--- src/hw/rtl/clps_pkg.sv ---
`default_nettype none

package clps_pkg;

  // screen and frame geometry
  localparam int unsigned SCREEN_WIDTH_PX  = 480;
  localparam int unsigned SCREEN_HEIGHT_PX = 272;
  localparam int unsigned ROW_PITCH_PIXELS = 512;
  localparam int unsigned FRAME_BYTES      = 278528;
  localparam int unsigned PIXEL_STRIDE     = 1;

  // field widths
  localparam int unsigned COORD_W = 12;
  localparam int unsigned LEN_W   = 12;
  localparam int unsigned PIX_W   = 13;
  localparam int unsigned POS_W   = 14;
  localparam int unsigned OFS_W   = 20;
  localparam int unsigned COLOR_W = 16;

  // command queue between front and back
  localparam int unsigned QUEUE_DEPTH = 2;
  localparam int unsigned QPTR_W      = $clog2(QUEUE_DEPTH);

  typedef enum logic {
    CMD_START = 1'b0,
    CMD_STEP  = 1'b1
  } cmd_e;

  // one classified item as it travels through the queue
  typedef struct packed {
    cmd_e                      cmd;
    logic signed [COORD_W-1:0] origin_x;
    logic signed [COORD_W-1:0] origin_y;
    logic                      neg_x;
    logic                      neg_y;
    logic                      x_major;
    logic [LEN_W-1:0]          major_len;
    logic [LEN_W-1:0]          minor_len;
    logic [COLOR_W-1:0]        color;
  } cmd_t;

  // queue status seen by the two sides
  typedef struct packed {
    logic full;
    logic empty;
  } q_status_t;

endpackage

`default_nettype wire

--- src/hw/rtl/clps_queue.sv ---
`default_nettype none

module clps_queue import clps_pkg::*; (
  input  logic      clk_i,
  input  logic      rst_ni,
  input  logic      push_i,
  input  cmd_t      data_i,
  input  logic      pop_i,
  output cmd_t      data_o,
  output q_status_t status_o
);

  cmd_t              mem_q [QUEUE_DEPTH];
  logic [QPTR_W-1:0] wr_ptr_q;
  logic [QPTR_W-1:0] rd_ptr_q;
  logic [QPTR_W:0]   count_q;

  // entry storage
  always_ff @(posedge clk_i) begin
    if (push_i) begin
      mem_q[wr_ptr_q] <= data_i;
    end
  end

  // pointers and fill level
  always_ff @(posedge clk_i or negedge rst_ni) begin
    if (!rst_ni) begin
      wr_ptr_q <= '0;
      rd_ptr_q <= '0;
      count_q  <= '0;
    end else begin
      if (push_i) begin
        wr_ptr_q <= (wr_ptr_q == QPTR_W'(QUEUE_DEPTH - 1)) ? '0 : wr_ptr_q + 1'b1;
      end
      if (pop_i) begin
        rd_ptr_q <= (rd_ptr_q == QPTR_W'(QUEUE_DEPTH - 1)) ? '0 : rd_ptr_q + 1'b1;
      end
      case ({push_i, pop_i})
        2'b10:   count_q <= count_q + 1'b1;
        2'b01:   count_q <= count_q - 1'b1;
        default: count_q <= count_q;
      endcase
    end
  end

  assign data_o         = mem_q[rd_ptr_q];
  assign status_o.full  = (count_q == (QPTR_W+1)'(QUEUE_DEPTH));
  assign status_o.empty = (count_q == '0);

endmodule

`default_nettype wire

--- config.mk ---
export PLATFORM = sky130hd
export DESIGN_NAME = clps_queue
export DESIGN_NICKNAME = d
export VERILOG_FILES = /design/src/hw/rtl/clps_pkg.sv /design/src/hw/rtl/clps_queue.sv
export SDC_FILE = /design/constraint.sdc
export NUM_CORES = 1
export LEC_CHECK = 0
export ABC_CLOCK_PERIOD_IN_PS = 6900
export BUFFER_PORTS_ARGS = -buffer_cell sky130_fd_sc_hd__buf_4
export CAP_MARGIN = 25
export CORE_MARGIN = 8
export CORE_UTILIZATION = 56
export DETAILED_ROUTE_END_ITERATION = 7
export PLACE_DENSITY_LB_ADDON = 0.2
export SLEW_MARGIN = 20
export SYNTH_ARGS = -nofsm -noshare
export SYNTH_HDL_FRONTEND = slang
export SYNTH_SLANG_ARGS = --single-unit
--- constraint.sdc ---
create_clock -name clk_i -period 6.9 [get_ports clk_i]
set_input_delay 1.725 -clock clk_i [delete_from_list [all_inputs] [get_ports clk_i]]
set_output_delay 1.725 -clock clk_i [all_outputs]
set_load 0.01 [all_outputs]
==> metrics list, run 1 <==
* Outcome: completed
* Effective utilization at floorplan: 0.566
- Initial antenna violation count: 0
* Sequential share of power: 0.428
* Clock power share: 0.312
- Core outline area: 9060 um^2
- The number of global-route vias before repair was 2,878.
* Crit-path max cell delay: 1030 ps
- Classification of the worst-slack hold path: reg -> reg
- For the final database, setup skew stands at 7.71 ps.
* Cell depth of the worst min-delay path: 1
* TritonCTS clock tree: done
- The repair_antennas step left the layout with diodes totalling 0.
- Die X-Extent: 112 um
- Counting the fill cells in the layout gives 524.
* Endpoint arrival time on the critical path: 2210 ps
* Number of storage elements in the synthesis netlist: 140
- Of the available clock period, the critical path in the final layout requires 0.571.
- The number of nets in the synthesized netlist is 301.
* Number of instances resized during post-cts repair: 0
* Final-report setup violation count: 0
- P_int: 2160 uW
- Entering global routing, the biggest net connects 70 pins.
- Buffers added to address setup during post-CTS repair amount to 0.
- Cell family with the largest share of critical-path delay: flip-flops
- Setup repair after global routing left no endpoint under its margin.
- Clock sink total: 140
- Total iterations of the first detailed-routing run: 4
* Global route total overflow: 0
- Via/cell ratio: 5.11
- Port-buffer cells: 141
- Pre-CTS setup slack: 3300 ps
- Area delta synth->final: 34.4%
- During synthesis, Yosys emitted a total of 0 warnings.
- The number of endpoints with negative hold slack in the final report is 0.
* DIE AREA: 12,500 um^2
* Boundary Pins: 142
- Of the total power, the share spent switching nets is 0.264.
* Mean cell area of the mapped netlist: 22.5 um^2
- The detail route stage leaves a number of antenna-violating nets equal to 0.
* Number of cells on the worst reg-to-reg path: 2
- Buffers inserted to repair hold after CTS numbered 0.
- For this design the total switching power over the nets is 777 uW.
* Post-detailed-route DRC marker count: 0
* Pin slew with the least headroom to its limit: 991 ps
- STA puts the critical path data required time at 5180 ps.
- Category of the worst setup path capture point: primary output
- Gate power share: 0.260
* Ratio of cells with drive above 1 in the final layout: 0.616
* Highest net fanout along the worst path: 69
- The tool flagged a number of max-cap violations equal to 0.
* Pwr Density: 426 nW/um^2
* Slowest CP cell: sky130_fd_sc_hd__dfrtp_4
* Root buffer cell: sky130_fd_sc_hd__clkbuf_8
- Setup Total Neg Slack: 0 ps
- Counting buffers and inverters, the worst setup path is 2 cells deep.
- Area of the mapped netlist: 5130 um^2
* Global-route wire length before repair: 14.6 mm
* Worst rel slew slack: 0.340
- Peak clock frequency supported by timing: 0.254 GHz
- 1st-iter DRT viols: 121
- Multi-input combinational cell area: 893 um^2
- WL/cell: 18.7 um
- Clock-pin slew was measured on the worst setup and hold paths at 60 ps.
- Number of buffers inserted during clock tree synthesis: 17
* Critical path, cell by cell: mux2_2, buf_4
- From bottom edge to top edge, the die measures 112 um.
- Static leakage: 0.00265 uW
- Maximum vdd ir drop: 0.000440 V
- Launching element type of the critical path: flop
- The number of different library cells used by synthesis comes to 14.
- GP Congestion: 0.706
* Total wire length: 9.42 mm
- Number of levels the H-tree was split into: 4
- The HPWL after detailed placement is 6.20 mm.
- Synthesized netlist cell count: 228
- Later-pin clock latency in the skew report: 510 ps
* Via count of the routed design: 2,577
- For the finished layout, the period the worst path requires is 3940 ps.
- The critical path is of the reg -> out type.
- Count of nets after finishing: 454
- Counting along the longest clock path gives a buffer depth of 2.
* Final setup margin: 2960 ps
- Share of synthesized area occupied by flip-flops and latches: 0.815
- Summing all flip-flop and latch instances after layout gives 4190 um^2.
- Slew Viols, Final: 0
- Counting both buffers and inverters, the worst setup path holds a total of 1.
- Count of standard-cell rows: 35
* Overall fraction of global-route tracks in use: 0.155
==> worst reg2reg max path, delay by kind of cell, from the launching register on <==
kind          cells  cell delay, ps
flops             1             430
simple gates      1             720
buf+inv           1             590
==> power groups by stage <==
| stage | registers [uW] | clock network (uW) | logic, uW |
|---|---|---|---|
| 2_1_floorplan | 1190 | 0 | 502 |
| 3_3_place_gp | 1270 | 0 | 774 |
| 3_5_place_dp | 1280 | 0 | 778 |
| 4_1_cts | 1260 | 935 | 783 |
| 5_1_grt | 1280 | 966 | 818 |
| 6_report | 1260 | 917 | 764 |
==> worst paths after layout <==
kind | from | to | slack [ps]
setup reg to reg | wr_ptr_q$_DFFE_PN0P_ | mem_q[0][49]$_DFFE_PP_ | 4790
setup / recovery | rd_ptr_q$_DFFE_PN0P_ | data_o[28] | 2960
hold / removal | count_q[1]$_DFFE_PN0P_ | count_q[1]$_DFFE_PN0P_ | 520
min in group asynchronous | rst_ni | rd_ptr_q$_DFFE_PN0P_ | 1010
max in group asynchronous | rst_ni | rd_ptr_q$_DFFE_PN0P_ | 5780
hold reg to reg | count_q[1]$_DFFE_PN0P_ | count_q[1]$_DFFE_PN0P_ | 520
==> cells in the mapped netlist <==
master                     count  share of area
sky130_fd_sc_hd__buf_8         1         0.0029
sky130_fd_sc_hd__inv_1         1        0.00073
sky130_fd_sc_hd__nor2_1        3         0.0022
sky130_fd_sc_hd__xnor2_1       2         0.0034
sky130_fd_sc_hd__xor2_1        3         0.0051
sky130_fd_sc_hd__ha_1          1         0.0024
sky130_fd_sc_hd__buf_2         5         0.0049
sky130_fd_sc_hd__dfrtp_1       4          0.019
sky130_fd_sc_hd__mux2_2       58           0.13
sky130_fd_sc_hd__nor2b_1       1         0.0012
sky130_fd_sc_hd__and2_1        1         0.0012
sky130_fd_sc_hd__mux2_4       10          0.029
sky130_fd_sc_hd__buf_6         2         0.0044
sky130_fd_sc_hd__edfxtp_1    136           0.80
==> placed cells by master, fill, tap and decap left out, drive strengths merged <==
master,n
and2,1
buf,142
bufinv,4
clkbuf,18
clkinv,5
clkinvlp,2
dfrtp,4
edfxtp,136
ha,1
inv,3
mux2,68
nor2,3
nor2b,1
xnor2,2
xor2,3
==> metrics by stage <==
step / instances / hold WS, ps / power [uW] / utilization / area (um^2)
floorplan: 228 / 456 / 1690 / - / 5130
global placement: 473 / 487 / 2040 / 0.694 / 6290
detailed placement: 473 / 513 / 2060 / 0.694 / 6290
CTS: 504 / 525 / 2980 / 0.761 / 6900
global route: 504 / 552 / 3070 / 0.761 / 6900
finish: 504 / 520 / 2940 / 0.761 / 6900
==> state kept, by name (all words and copies together), names as in the netlist <==
name	cells
wr_ptr_q	1
rd_ptr_q	1
mem_q	136
count_q	2
==> cell type report <==
class | count | share of cell area
clock buffer | 18 | 0.0606
tap | 111 | 0.0201
inverter | 1 | 0.000544
timing repair buffer | 142 | 0.155
multi-input combinational | 79 | 0.129
clock inverter | 13 | 0.0277
sequential | 140 | 0.607
==> cells by family after synthesis <==
group,after synthesis,synth area share
flip-flops,140,0.815
multiplexers,68,0.156
buffers and inverters,9,0.0129
XOR/XNOR,5,0.00853
AND/OR/NAND/NOR,5,0.00463
adder cells (fa/ha/maj),1,0.00244
==> routing by layer <==
layer,track usage,part of all wire
met1,0.180,0.41
met2,0.242,0.50
met3,0.0763,0.083
met4,0.0574,0.013
met5,0,0
No activity file was read; power rests on OpenSTA's default activity.
==> run 2, diff against run 1 <==
--- a/config.mk
+++ b/config.mk
@@ -5,11 +5,12 @@
 export SDC_FILE = /design/constraint.sdc
 export NUM_CORES = 1
 export LEC_CHECK = 0
-export ABC_CLOCK_PERIOD_IN_PS = 6900
+export ABC_AREA = 1
+export ABC_CLOCK_PERIOD_IN_PS = 3750
 export BUFFER_PORTS_ARGS = -buffer_cell sky130_fd_sc_hd__buf_4
 export CAP_MARGIN = 25
 export CORE_MARGIN = 8
-export CORE_UTILIZATION = 56
+export CORE_UTILIZATION = 52
 export DETAILED_ROUTE_END_ITERATION = 7
 export PLACE_DENSITY_LB_ADDON = 0.2
 export SLEW_MARGIN = 20
==> constraint.sdc (replaced) <==
create_clock -name clk_i -period 3.75 [get_ports clk_i]
set_input_delay 0.9375 -clock clk_i [delete_from_list [all_inputs] [get_ports clk_i]]
set_output_delay 0.9375 -clock clk_i [all_outputs]
set_load 0.01 [all_outputs]
==> run 2 against run 1 <==
Critical path depth is 2 higher; largest cell class unchanged; design area is 1.4% higher; synthesized cell count is 66% higher; count of clock-buffer cells in the layout stayed put; highest routed layer unchanged; largest power group unchanged; first-iteration DRC count is 99% higher; clock power is 73% higher; clock skew is 3.4 ps lower; die area is 8.4% higher.
==> metrics list, run 2 <==
- Outcome: completed
* Netlist cell types: 14
* Worst flop-to-flop path startpoint: wr_ptr_q$_DFFE_PN0P_
- Highest net fanout along the worst path: 91
- Cts hold-fix bufs: 0
* Category of the most critical setup path: reg -> out
- Tracing the worst setup path back leads to its startpoint at rd_ptr_q$_DFFE_PN0P_.
- PnR Total Power: 5440 uW
- Count of standard-cell rows: 36
- Max reg flops: 136
- In this run, synthesis inferred 136 flip-flops with an integrated enable.
- Port-buffer cells: 141
- Peak clock frequency supported by timing: 0.317 GHz
- Reg-to-reg setup timing slack: 2070 ps
* Share of the cycle needed by the critical path after routing: 0.842
- Among all flip-flop cells after synthesis, the most frequent one is sky130_fd_sc_hd__edfxtp_1.
- A synthesized cell averages 13.8 um^2.
* Largest register by flop count: mem_q
* Pin slew with the least headroom to its limit: 852 ps
* Fraction of registers with async set or reset after synthesis: 0.0286
- Adding up every negative setup slack in the final design gives 0 ps.
- Pwr Density: 778 nW/um^2
- For this configuration, the core starts out at a cell density of 0.536.
- Number of levels the H-tree was split into: 4
* Dominant cell by count in the synthesized netlist: sky130_fd_sc_hd__edfxtp_1
- The pre-antenna-repair detailed-routing pass consisted of 4 iterations.
- Initial antenna violation count: 0
* Top Registers: mem_q x136, count_q x2
- Number of buffers inserted during clock tree synthesis: 17
- The clock passes through at most 2 buffers.
- The first global-routing pass estimated 15.6 mm of wire.
* Ratio of cells with drive above 1 in the final layout: 0.323
* 1st-iter DRT viols: 241
- The synthesized design contains 140 register bits.
- Global route total overflow: 0
- Post-detail-place hpwl: 6.89 mm
- Cell type with the highest aggregate area in the netlist: sky130_fd_sc_hd__edfxtp_1
- In this run the remaining antenna-violating nets after routing total 0.
* Final-report setup violation count: 0
- TritonCTS built the clock tree.
- The share of the Yosys chip area taken by registers is 0.799.
- Counting every net in the synthesized netlist gives 452.
- In this run the static leakage power is 0.00297 uW.
- GP Congestion: 0.739
- At the worst endpoint, the arrival time is 2220 ps.
- Boundary Pins: 142
- Die X-Extent: 116 um
* Number of instances resized during post-cts repair: 0
* Most frequent cells in the layout: sky130_fd_sc_hd__buf_4, sky130_fd_sc_hd__edfxtp_1, sky130_fd_sc_hd__inv_1, sky130_fd_sc_hd__nand2_1, sky130_fd_sc_hd__o21ai_1
* Total wire length: 10.2 mm
- Entering global routing, the biggest net connects 92 pins.
- Ant. Diodes: 0
* Post-CTS Setup Bufs: 0
- Clock-pin transition on the worst setup and hold timing paths: 60 ps
- Yosys synthesis warning count: 0
* Top cells by area in the synthesized netlist: sky130_fd_sc_hd__edfxtp_1, sky130_fd_sc_hd__o21ai_1, sky130_fd_sc_hd__inv_1
- The core region is 9770 um^2.
- Maximum vdd ir drop: 0.000481 V
* Via count of the routed design: 3,177
* Area of the mapped netlist: 5240 um^2
- Data required time of the worst path: 2810 ps
- The path class of the tightest hold or removal check is in -> async.
- WL/cell: 15.1 um
* Worst rel slew slack: 0.432
- Reg2Reg Capture Point: mem_q[1][2]$_DFFE_PP_
* Count of nets after finishing: 602
* Max Cap Viol: 0
- Number of cells on the worst reg-to-reg path: 3
* Final Critical Period: 3160 ps
- Category of the worst setup path capture point: primary output
- Setup Skew: 4.35 ps
- The worst setup path is launched from a flop.
- Slew Viols, Final: 0
- The library cell used most frequently in the layout, excluding fill and tap cells, is sky130_fd_sc_hd__buf_4.
- Of the post-synthesis cell area, the dominant cell type holds 0.780.
* DIE AREA: 13,500 um^2
- After detailed routing, the number of vias per cell comes to 4.71.
- The number of endpoints with negative hold slack in the final report was 0.
* Later-pin clock latency in the skew report: 510 ps
* Clock sink total: 140
- Vias in the first global route: 3,234
- Commonest cells post-synth: sky130_fd_sc_hd__edfxtp_1, sky130_fd_sc_hd__inv_1, sky130_fd_sc_hd__nand2_1
- End point of the critical path: data_o[12]
- Root buffer cell: sky130_fd_sc_hd__clkbuf_8
- Synthesized netlist cell count: 379
- Floorplan die height: 116 um
* Setup repair after global routing missed its margin: false
- Across every metal layer, demand over resource in global routing totals 0.157.
- From synthesis to final layout, the design area changed by 33.6%.
* Post-detailed-route DRC marker count: 0
-- run 2: cell count changes after synthesis, sizes merged, moves of 7 or more --
| cell | delta |
|---|---|
| inv | +73 |
| nand2 | +73 |
| mux2 | -68 |
| o21ai | +68 |
| buf | +7 |
-- run 2: worst min path at each step --
stage | from | endpoint | slack, ps | cells past startpoint
floorplan | count_q[1]$_DFFE_PN0P_ | count_q[1]$_DFFE_PN0P_ | 460 | 2
global placement | count_q[1]$_DFFE_PN0P_ | count_q[1]$_DFFE_PN0P_ | 480 | 2
detailed placement | count_q[1]$_DFFE_PN0P_ | count_q[1]$_DFFE_PN0P_ | 520 | 2
CTS | rst_ni | rd_ptr_q$_DFFE_PN0P_ | 190 | 1
global route | rst_ni | count_q[1]$_DFFE_PN0P_ | 180 | 1
finish | rst_ni | rd_ptr_q$_DFFE_PN0P_ | 220 | 1
-- run 2: kinds of logic after synthesis --
| group | count (synthesis) | share of synthesized area |
|---|---|---|
| fa+ha+maj | 1 | 0.00239 |
| compound gates | 68 | 0.0650 |
| flops | 140 | 0.799 |
| simple gates | 78 | 0.0566 |
| buf+inv | 89 | 0.0717 |
| xor+xnor | 3 | 0.00502 |
-- run 2: routing by layer --
layer,global-route usage,vias to the layer above,wire [um]
li1,-,1573,-
met1,0.180,1473,4220
met4,0.0622,0,133
met2,0.248,120,4780
met5,0,-,0
met3,0.0750,11,1070
-- run 2: stage by stage --
stage / worst slack, ps / area, um^2 / hold slack [ps] / std cells / utilization
after global routing: 388 / 6990 / 180 / 675 / 0.716
final: 591 / 6990 / 216 / 675 / 0.716
after detailed placement: 1100 / 6420 / 517 / 643 / 0.657
after CTS: 535 / 6990 / 186 / 675 / 0.716
after global placement: 1170 / 6420 / 477 / 643 / 0.657
after floorplan: 585 / 5240 / 463 / 379 / -
-- run 2: final cells by class --
class / instances / area (um^2)
Multi-Input combinational cell: 150 / 683
Timing Repair Buffer: 146 / 1110
Clock inverter: 14 / 153
Tap cell: 133 / 166
Sequential cell: 140 / 4190
Fill cell: 656 / 2780
Inverter: 74 / 278
Clock buffer: 18 / 418
-- run 2: report_power, final --
group          switching (uW)  total (uW)  internal [uW]
registers                 212        2290           2080
logic                     842        1560            713
clock network             593        1590            999
total                    1650        5440           3790
-- run 2: critical path: stages (launching register included) --
cell                      delay (ps)
sky130_fd_sc_hd__dfrtp_4         970
sky130_fd_sc_hd__buf_4           370
sky130_fd_sc_hd__nand2_1          80
sky130_fd_sc_hd__o21ai_1         100
sky130_fd_sc_hd__buf_4           150
==> run 3, diff against run 2 <==
--- a/config.mk
+++ b/config.mk
@@ -5,12 +5,12 @@
 export SDC_FILE = /design/constraint.sdc
 export NUM_CORES = 1
 export LEC_CHECK = 0
-export ABC_AREA = 1
-export ABC_CLOCK_PERIOD_IN_PS = 3750
+export ABC_AREA = 0
+export ABC_CLOCK_PERIOD_IN_PS = 2600
 export BUFFER_PORTS_ARGS = -buffer_cell sky130_fd_sc_hd__buf_4
 export CAP_MARGIN = 25
 export CORE_MARGIN = 8
-export CORE_UTILIZATION = 52
+export CORE_UTILIZATION = 47
 export DETAILED_ROUTE_END_ITERATION = 7
 export PLACE_DENSITY_LB_ADDON = 0.2
 export SLEW_MARGIN = 20
==> constraint.sdc (replaced) <==
create_clock -name clk_i -period 2.6 [get_ports clk_i]
set_input_delay 0.65 -clock clk_i [delete_from_list [all_inputs] [get_ports clk_i]]
set_output_delay 0.65 -clock clk_i [all_outputs]
set_load 0.01 [all_outputs]
==> run 3 against run 2 <==
Utilization fell by 6.1 points; sequential power grew 39%; non-clock buffer count up 4; hold slack better by 110 ps; critical path type unchanged.
==> metrics list, run 3 (synthesis gave the netlist of run 1 again) <==
- Boundary Pins: 142
* Peak clock frequency supported by timing: 0.402 GHz
* Via count of the routed design: 2,598
* Crit-path max cell delay: 600 ps
* Later-pin clock latency in the skew report: 510 ps
* Beginning of the worst hold path: data_i[44]
- During placement, the flow inserted port buffers numbering 141.
* Number of buffers inserted during clock tree synthesis: 17
* Die X-Extent: 121 um
- Critical path, cell by cell: buf_8, mux2_2, buf_4
- In the final layout, the share of cells above drive strength 1 is 0.619.
* Outcome: completed
* Endpoint arrival time on the critical path: 1840 ps
- Number of instances resized during post-cts repair: 0
* Top Registers: mem_q x136, count_q x2
- 1st-iter DRT viols: 123
- Routability-driven placement finished with a final weighted congestion of 0.766.
- Hold endpoint: mem_q[0][44]$_DFFE_PP_
- Dividing the detail-routed wire length by the instance count gives 18.1 um.
- The worst hold path belongs to the class in -> reg.
* Via/cell ratio: 4.79
- Across the VDD grid, the largest voltage drop is 0.000501 V.
- Prior to clock tree synthesis, the placed netlist has a worst setup slack of 461 ps.
* Worst rel slew slack: 0.623
- Ranked by flip-flop count, first place goes to mem_q.
- Launching element type of the critical path: flop
- Static leakage: 0.00269 uW
- ANT nets after route: 0
* Ant. Diodes: 0
* Clock-pin transition on the worst setup and hold timing paths: 60 ps
- The register with the most flip-flops in the layout has 136 of them.
- DIE AREA: 14,500 um^2
- Max Cap Viol: 0
- Setup slack on the critical path of the routed design comes to 110 ps.
- Total iterations of the first detailed-routing run: 4
- After routing the design area is 7030 um^2.
- Final-report setup violation count: 0
- Setup Total Neg Slack: 0 ps
* Clock sink total: 140
- Fillcell total: 764
- Setup Skew: 5.06 ps
- Area delta synth->final: 36.9%
* TritonCTS clock tree: done
- Post-detailed-route DRC marker count: 0
- Slowest CP cell: sky130_fd_sc_hd__dfrtp_4
* Effective utilization at floorplan: 0.478
- Reg-to-reg setup timing slack: 1180 ps
- The number of antenna violations at the first check in global routing came to 0.
* Cell depth of the worst min-delay path: 1
- Vias in the first global route: 2,951
* Post-detail-place hpwl: 6.65 mm
- Setup repair after global routing missed its margin: false
- Overall fraction of global-route tracks in use: 0.141
- In this run the power density over the cells is 1120 nW/um^2.
- Total placed instance area: 6410 um^2
* Floorplan die height: 121 um
- At the pin with the least slew margin, the transition time is 565 ps.
- At the worst endpoint, the required time is 1950 ps.
- Max Buffers Root-to-Sink: 2
- Counting I/O delays and the setup requirement, the final critical path takes 2490 ps.
- The number of slew-limit violations in the final report was 0.
- Count of nets after finishing: 462
- Core outline area: 10,700 um^2
* Global route total overflow: 0
- Entering global routing, the biggest net connects 44 pins.
- In the layout the commonest cells are sky130_fd_sc_hd__buf_4, sky130_fd_sc_hd__edfxtp_1, sky130_fd_sc_hd__mux2_2, sky130_fd_sc_hd__clkbuf_16, sky130_fd_sc_hd__mux2_4.
* Global-route wire length before repair: 15.2 mm
- The clock tree synthesis step divided the H-tree into 4 levels.
- Final hold violations: 0
- Category of the most critical setup path: reg -> out
* Count of standard-cell rows: 38
- Reg2Reg Capture Point: mem_q[0][8]$_DFFE_PP_
* Hold Worst Slack: 322 ps
* Highest net fanout along the worst path: 16
- Total wire length: 9.82 mm
* Root buffer cell: sky130_fd_sc_hd__clkbuf_8
- Dividing the final minimum period by the clock period gives 0.958.
- Category of the worst setup path capture point: primary output
- Leading cell type in the layout, fill and taps excluded: sky130_fd_sc_hd__buf_4
- Number of cells on the worst reg-to-reg path: 2
- The startpoint identified for the worst register-to-register timing path is wr_ptr_q$_DFFE_PN0P_.
## run 3: changes by cell type in the layout (fill, tap and decap cells not counted), moves of 3 or more
cell / delta
sky130_fd_sc_hd__clkinv_1: -4
sky130_fd_sc_hd__clkinv_2: +3
sky130_fd_sc_hd__inv_1: -72
sky130_fd_sc_hd__mux2_2: +58
sky130_fd_sc_hd__mux2_4: +10
sky130_fd_sc_hd__nand2_1: -73
sky130_fd_sc_hd__o21ai_0: -6
sky130_fd_sc_hd__o21ai_1: -62
## run 3: worst max-delay path by stage
stage	from	slack [ps]	cells after the start	to
global route	rd_ptr_q$_DFFE_PN0P_	5	3	data_o[52]
detailed placement	rd_ptr_q$_DFFE_PN0P_	460	3	data_o[64]
floorplan	push_i	480	2	mem_q[0][0]$_DFFE_PP_
finish	rd_ptr_q$_DFFE_PN0P_	110	3	data_o[7]
global placement	rd_ptr_q$_DFFE_PN0P_	480	3	data_o[66]
CTS	rd_ptr_q$_DFFE_PN0P_	60	3	data_o[44]
## run 3: layer usage
layer	up-vias	share of wire	GRT usage
met3	5	0.090	0.0723
met1	1263	0.39	0.161
met5	-	0	0
met2	103	0.51	0.224
li1	1227	-	-
met4	0	0.0053	0.0468
## run 3: layout make-up
class	count	area [um^2]	area share
repair buffers	150	1170	0.167
clock buffers	19	422	0.0600
flip-flops and latches	140	4190	0.596
multi-input cells	79	893	0.127
well taps	140	175	0.0249
clock inverters	13	174	0.0247
inverters	1	3.75	0.000534
## run 3: through the flow
stage | instances | power, uW | utilization
finish | 542 | 7880 | 0.654
CTS | 542 | 8010 | 0.654
detailed placement | 508 | 5560 | 0.596
global route | 542 | 8270 | 0.654
floorplan | 228 | 4470 | -
global placement | 508 | 5540 | 0.596
## run 3: where the power goes
part           internal (uW)  switching, uW  total, uW
combinational           1280           1040       2320
sequential              3000            173       3180
clock                   1540            840       2380
total                   5830           2060       7880
## run 3: repair_timing
action                                  4_1_cts  5_1_grt
endpoints found under the setup margin       42        0
hold buffers                                  1        0
hold endpoints to repair                      4        0
buffers inserted                              1        0
## run 3: worst max-delay path: cells and delay by family, from the launching register on
family / cells / cell delay [ps]
flip-flops: 1 / 600
buffers and inverters: 2 / 380
multiplexers: 1 / 350
